### src/gbte_pkg.sv
// ----------------------------------------------------------------------------
// Gap buffer text engine package
// Shared command kinds, status codes, register indexes and the command record.
// ----------------------------------------------------------------------------
`default_nettype none

package gbte_pkg;

  localparam int CAPACITY = 4096;

  localparam int OPCODE_W = 3;
  localparam int CHAR_W   = 8;
  localparam int COUNT_W  = 14;
  localparam int POS_W    = 13;
  localparam int SIZE_W   = 13;
  localparam int WARN_W   = 7;
  localparam int PROD_W   = SIZE_W + WARN_W;

  localparam logic [OPCODE_W-1:0] OP_INSERT = 3'd0;
  localparam logic [OPCODE_W-1:0] OP_DELETE = 3'd1;
  localparam logic [OPCODE_W-1:0] OP_MOVE   = 3'd2;
  localparam logic [OPCODE_W-1:0] OP_JUMP   = 3'd3;
  localparam logic [OPCODE_W-1:0] OP_READ   = 3'd4;
  localparam logic [OPCODE_W-1:0] OP_CLEAR  = 3'd5;
  localparam logic [OPCODE_W-1:0] OP_LINE   = 3'd6;
  localparam logic [OPCODE_W-1:0] OP_UNUSED = 3'd7;

  localparam logic [1:0] ST_OK   = 2'd0;
  localparam logic [1:0] ST_WARN = 2'd1;
  localparam logic [1:0] ST_FULL = 2'd2;
  localparam logic [1:0] ST_ERR  = 2'd3;

  localparam logic CFG_BUFFER_SIZE  = 1'b0;
  localparam logic CFG_WARN_PERCENT = 1'b1;

  localparam logic [CHAR_W-1:0] CHAR_CR = 8'd13;
  localparam logic [CHAR_W-1:0] CHAR_LF = 8'd10;
  localparam logic [CHAR_W-1:0] CHAR_VT = 8'd11;
  localparam logic [CHAR_W-1:0] CHAR_FF = 8'd12;

  localparam logic [WARN_W-1:0] WARN_MAX = 7'd100;

  // Floor of a product divided by 100, exact for products below 2^20.
  localparam logic [PROD_W-1:0] RECIP_100 = 20'd671089;
  localparam int                RECIP_SHIFT = 26;

  typedef enum logic [2:0] {
    K_INSERT, K_DELETE, K_MOVE, K_JUMP, K_READ, K_CLEAR, K_LINE, K_BAD
  } kind_t;

  typedef struct packed {
    kind_t                      kind;
    logic [CHAR_W-1:0]          ch;
    logic signed [COUNT_W-1:0]  cnt;
    logic [COUNT_W-1:0]         mag;
    logic                       neg;
    logic                       zero;
    logic                       clamp;
  } cmd_t;

  function automatic logic is_term(input logic [CHAR_W-1:0] c);
    return (c == CHAR_LF) || (c == CHAR_VT) || (c == CHAR_FF);
  endfunction

endpackage

`default_nettype wire

### src/gbte_front.sv
// ----------------------------------------------------------------------------
// Gap buffer text engine front end
// Accepts command beats, decodes them and holds them in a two-entry queue.
// ----------------------------------------------------------------------------
`default_nettype none

module gbte_front (
  input  wire logic                            clk,
  input  wire logic                            rst,
  input  wire logic                            s_tvalid,
  output logic                                 s_tready,
  input  wire logic [23:0]                     s_tdata,
  input  wire logic [gbte_pkg::OPCODE_W-1:0]   s_tuser,
  output logic                                 cmd_valid,
  output gbte_pkg::cmd_t                       cmd,
  input  wire logic                            cmd_pop
);
  import gbte_pkg::*;

  cmd_t        q [2];
  logic        wr_ptr;
  logic        rd_ptr;
  logic [1:0]  fill;
  cmd_t        dec;
  logic        push;

  always_comb begin
    dec.ch    = s_tdata[7:0];
    dec.cnt   = $signed(s_tdata[21:8]);
    dec.clamp = s_tdata[22];
    dec.neg   = s_tdata[21];
    dec.zero  = (s_tdata[21:8] == '0);
    dec.mag   = s_tdata[21] ? (~s_tdata[21:8] + 14'd1) : s_tdata[21:8];
    case (s_tuser)
      OP_INSERT: dec.kind = K_INSERT;
      OP_DELETE: dec.kind = K_DELETE;
      OP_MOVE:   dec.kind = K_MOVE;
      OP_JUMP:   dec.kind = K_JUMP;
      OP_READ:   dec.kind = K_READ;
      OP_CLEAR:  dec.kind = K_CLEAR;
      OP_LINE:   dec.kind = K_LINE;
      default:   dec.kind = K_BAD;
    endcase
  end

  assign s_tready  = (fill != 2'd2);
  assign push      = s_tvalid && s_tready;
  assign cmd_valid = (fill != 2'd0);
  assign cmd       = q[rd_ptr];

  always_ff @(posedge clk) begin
    if (push) begin
      q[wr_ptr] <= dec;
    end
  end

  always_ff @(posedge clk) begin
    if (rst) begin
      wr_ptr <= 1'b0;
      rd_ptr <= 1'b0;
      fill   <= 2'd0;
    end else begin
      if (push) begin
        wr_ptr <= ~wr_ptr;
      end
      if (cmd_pop) begin
        rd_ptr <= ~rd_ptr;
      end
      fill <= fill + {1'b0, push} - {1'b0, cmd_pop};
    end
  end

endmodule

`default_nettype wire

### config.mk
export PLATFORM = sky130hd
export DESIGN_NAME = gbte_front
export DESIGN_NICKNAME = d
export VERILOG_FILES = /design/src/gbte_pkg.sv /design/src/gbte_front.sv
export SDC_FILE = /design/constraint.sdc
export NUM_CORES = 1
export LEC_CHECK = 0
export ABC_AREA = 1
export BUFFER_PORTS_ARGS = -buffer_cell sky130_fd_sc_hd__buf_4
export CAP_MARGIN = 10
export CELL_PAD_IN_SITES_DETAIL_PLACEMENT = 1
export CELL_PAD_IN_SITES_GLOBAL_PLACEMENT = 1
export CORE_AREA = 2 2 97 99
export CTS_BUF_LIST = sky130_fd_sc_hd__clkbuf_16
export DETAILED_ROUTE_END_ITERATION = 7
export DIE_AREA = 0 0 99 101
export PLACE_DENSITY = 0.74
export SLEW_MARGIN = 15
export SYNTH_ARGS = -nofsm -noshare
export SYNTH_HDL_FRONTEND = slang
export SYNTH_SLANG_ARGS = --single-unit
export TNS_END_PERCENT = 20
### constraint.sdc
create_clock -name clk -period 3 [get_ports clk]
set_input_delay 0.6 -clock clk [delete_from_list [all_inputs] [get_ports clk]]
set_output_delay 0.6 -clock clk [all_outputs]
set_load 0.02 [all_outputs]
==> results.json <==
{
  "fp.dieW_um": 99,
  "grt_max_degree": 26,
  "dp_cells": 407,
  "p_leak_nw": 1.72,
  "power_density_mw_per_mm2": 668,
  "cts_resized": 0,
  "drive_gt1_share_pct": 43.6,
  "drv_slew": 0,
  "r2r_start": "fill[0]$_SDFF_PP0_",
  "post-cts-setup-buffers": 0,
  "syn_inst": 231,
  "start_util_pct": 39.1,
  "syn_area_mm2": 0.00351,
  "tns_ns": 0,
  "crit_arrival_ns": 1.72,
  "ioPinCount": 75,
  "dpl.hpwl_um": 4680,
  "ctsHoldBuffers": 0,
  "wire_per_inst_um": 16.0,
  "cp_max_fo": 25,
  "dieArea_mm2": 0.0100,
  "grt_pass1_vias": 2159,
  "synth_seq_cells": 85,
  "clock_latency_ns": 0.33,
  "port_buffers": 73,
  "rsz0062_at_grt": "false",
  "rrSetupSlack_ns": 1.27,
  "design.core.area_mm2": 0.00898,
  "num_vias": 2019,
  "synth_area_leaders": "edfxtp_1, mux2_2, mux2_1",
  "avgViaCountPerCell": 4.77,
  "drc_errors": 0,
  "cp-endpoint": "cmd[3]",
  "ant_nets": 0,
  "final_cells": 423,
  "post-route-period-util_pct": 77.3,
  "ir_drop_v": 0.000422,
  "syn_to_final_growth_pct": 27.4,
  "grt_pass1_wl_um": 10800,
  "yosysTopAreaCellShare_pct": 68.4,
  "dr.pass1.iters": 4,
  "fin_hold_ws_ns": 0.448,
  "cts_buffers": 9,
  "hold_class": "in -> reg",
  "cap_violations": 0,
  "synth_area_per_cell_um2": 15.2,
  "clock_path_buffers": 2,
  "required_ns": 2.40,
  "fin_crit_ns": 2.32,
  "yosysWarnings": 0,
  "finClkSkew_ns": 0.00675,
  "pre_cts_ws_ns": 0.991,
  "cts-root-buf": "clkbuf_16",
  "hold_viol_final": 0,
  "setup_viol": 0,
  "num_antenna_cells": 0,
  "syn_nets": 264,
  "worst_slew_pin_slew_ns": 0.552,
  "setup_slack_ns": 0.682,
  "critical_path_class": "reg -> out",
  "gp_congestion": 0.708,
  "drt_wl_total_um": 6750,
  "clk_pin_slew_worst_paths_ns": 0.07,
  "run_status": "completed",
  "worstSetupEndpointType": "primary output",
  "gr-usage-all-layers_pct": 14.5,
  "start_kind": "register",
  "die_h_um": 101,
  "netlist-cell-type-count": 27,
  "synth.largest_area_cell": "edfxtp_1",
  "fmax_ghz": 0.431,
  "reg2reg_to": "q[1][31]$_DFFE_PP_",
  "grt_remaining_overflow": 0,
  "final_nets": 340,
  "first_iter_violations": 47,
  "htree_num_levels": 3,
  "antenna_found_initial": 0,
  "reg2reg_depth": 5,
  "clock-sinks": 85,
  "slew_headroom_pct": 63.1,
  "tritoncts": "yes",
  "rows": 35,
  "seq_area_frac_synth_pct": 71.3
}
how the worst min path moves through the flow:
| stage | cells after the start | endpoint | startpoint |
|---|---|---|---|
| floorplan | 2 | wr_ptr$_SDFFE_PP0P_ | wr_ptr$_SDFFE_PP0P_ |
| global placement | 2 | rd_ptr$_SDFFE_PP0P_ | rd_ptr$_SDFFE_PP0P_ |
| detailed placement | 2 | rd_ptr$_SDFFE_PP0P_ | rd_ptr$_SDFFE_PP0P_ |
| CTS | 1 | q[1][33]$_DFFE_PP_ | s_tdata[2] |
| global route | 1 | q[0][37]$_DFFE_PP_ | s_tdata[6] |
| finish | 1 | q[0][33]$_DFFE_PP_ | s_tdata[2] |
synthesized netlist by cell type:
cell type / number
nand3_2: 1
nand3_1: 7
inv_2: 2
nor2_2: 1
edfxtp_1: 80
xnor2_1: 6
nor3_2: 2
nand3b_1: 2
a21oi_1: 2
nor2_1: 12
buf_6: 1
xor2_1: 1
mux2_2: 29
nand2_1: 32
ha_1: 2
dfxtp_1: 5
clkbuf_1: 3
buf_4: 7
mux2_1: 11
or2_1: 1
nor2_4: 1
o21ai_1: 1
or2_2: 1
o21ai_0: 3
nand2_2: 3
o21ai_2: 2
inv_1: 13
where the power goes:
| group | switching, W | internal [W] | leakage (nW) |
|---|---|---|---|
| sequential | 0.0000329 | 0.00142 | 0.791 |
| combinational | 0.000290 | 0.000232 | 0.797 |
| clock | 0.000456 | 0.000563 | 0.130 |
critical path, stage by stage, from the launching register on:
cell     delay [ns]
dfxtp_2        0.60
buf_12         0.24
mux2_2         0.37
buf_4          0.16
metal layers:
layer  part of all wire, %  global-route usage [%]  wire [um]  vias to the layer above
met1                    42                    16.8       2850                      983
met4                   1.6                    5.69        111                        0
met3                   4.5                    4.30        304                        9
met5                     0                       0          0                        -
met2                    52                    25.3       3490                       49
li1                      -                       -          -                      978
stage by stage:
stage	area (um2)	total power, W	utilization [%]
CTS	4480	0.00303	49.9
detailed placement	4200	0.00201	46.8
floorplan	3510	0.00178	-
global placement	4200	0.00199	46.8
finish	4480	0.00299	49.9
global route	4480	0.00313	49.9
logic make-up after synthesis:
logic type               Yosys count  synth area share, %
flip-flops                        85                 71.3
buffers and inverters             26                 3.74
XOR/XNOR                           7                 1.75
multiplexers                      40                 12.8
adder cells (fa/ha/maj)            2                0.712
AND/OR/NAND/NOR                   63                 8.37
AO/OA/AOI/OAI                      8                 1.35
area by class of cell:
cell class	count	area (um2)
Fill cell	920	4500
Clock inverter	7	50.0
Timing Repair Buffer	76	608
Sequential cell	85	2500
Inverter	15	56.3
Clock buffer	9	225
Multi-Input combinational cell	120	893
Tap cell	111	139
placed cells by master (no fill, tap or decap), drive strengths merged, types with 3 or more instances in the layout:
cell type | synthesis | routed
clkinv | 0 | 3
edfxtp | 80 | 80
nand3 | 8 | 8
clkbuf | 3 | 9
xnor2 | 6 | 6
buf | 8 | 76
o21ai | 6 | 6
inv | 15 | 17
mux2 | 40 | 40
nand2 | 35 | 35
dfxtp | 5 | 5
nor2 | 14 | 14
sequential cells by signal, indices dropped and copies added (netlist names), named ones only:
signal  count
q          80
wr_ptr      1
rd_ptr      1
fill        2
Power figures use the tool's default switching activity.
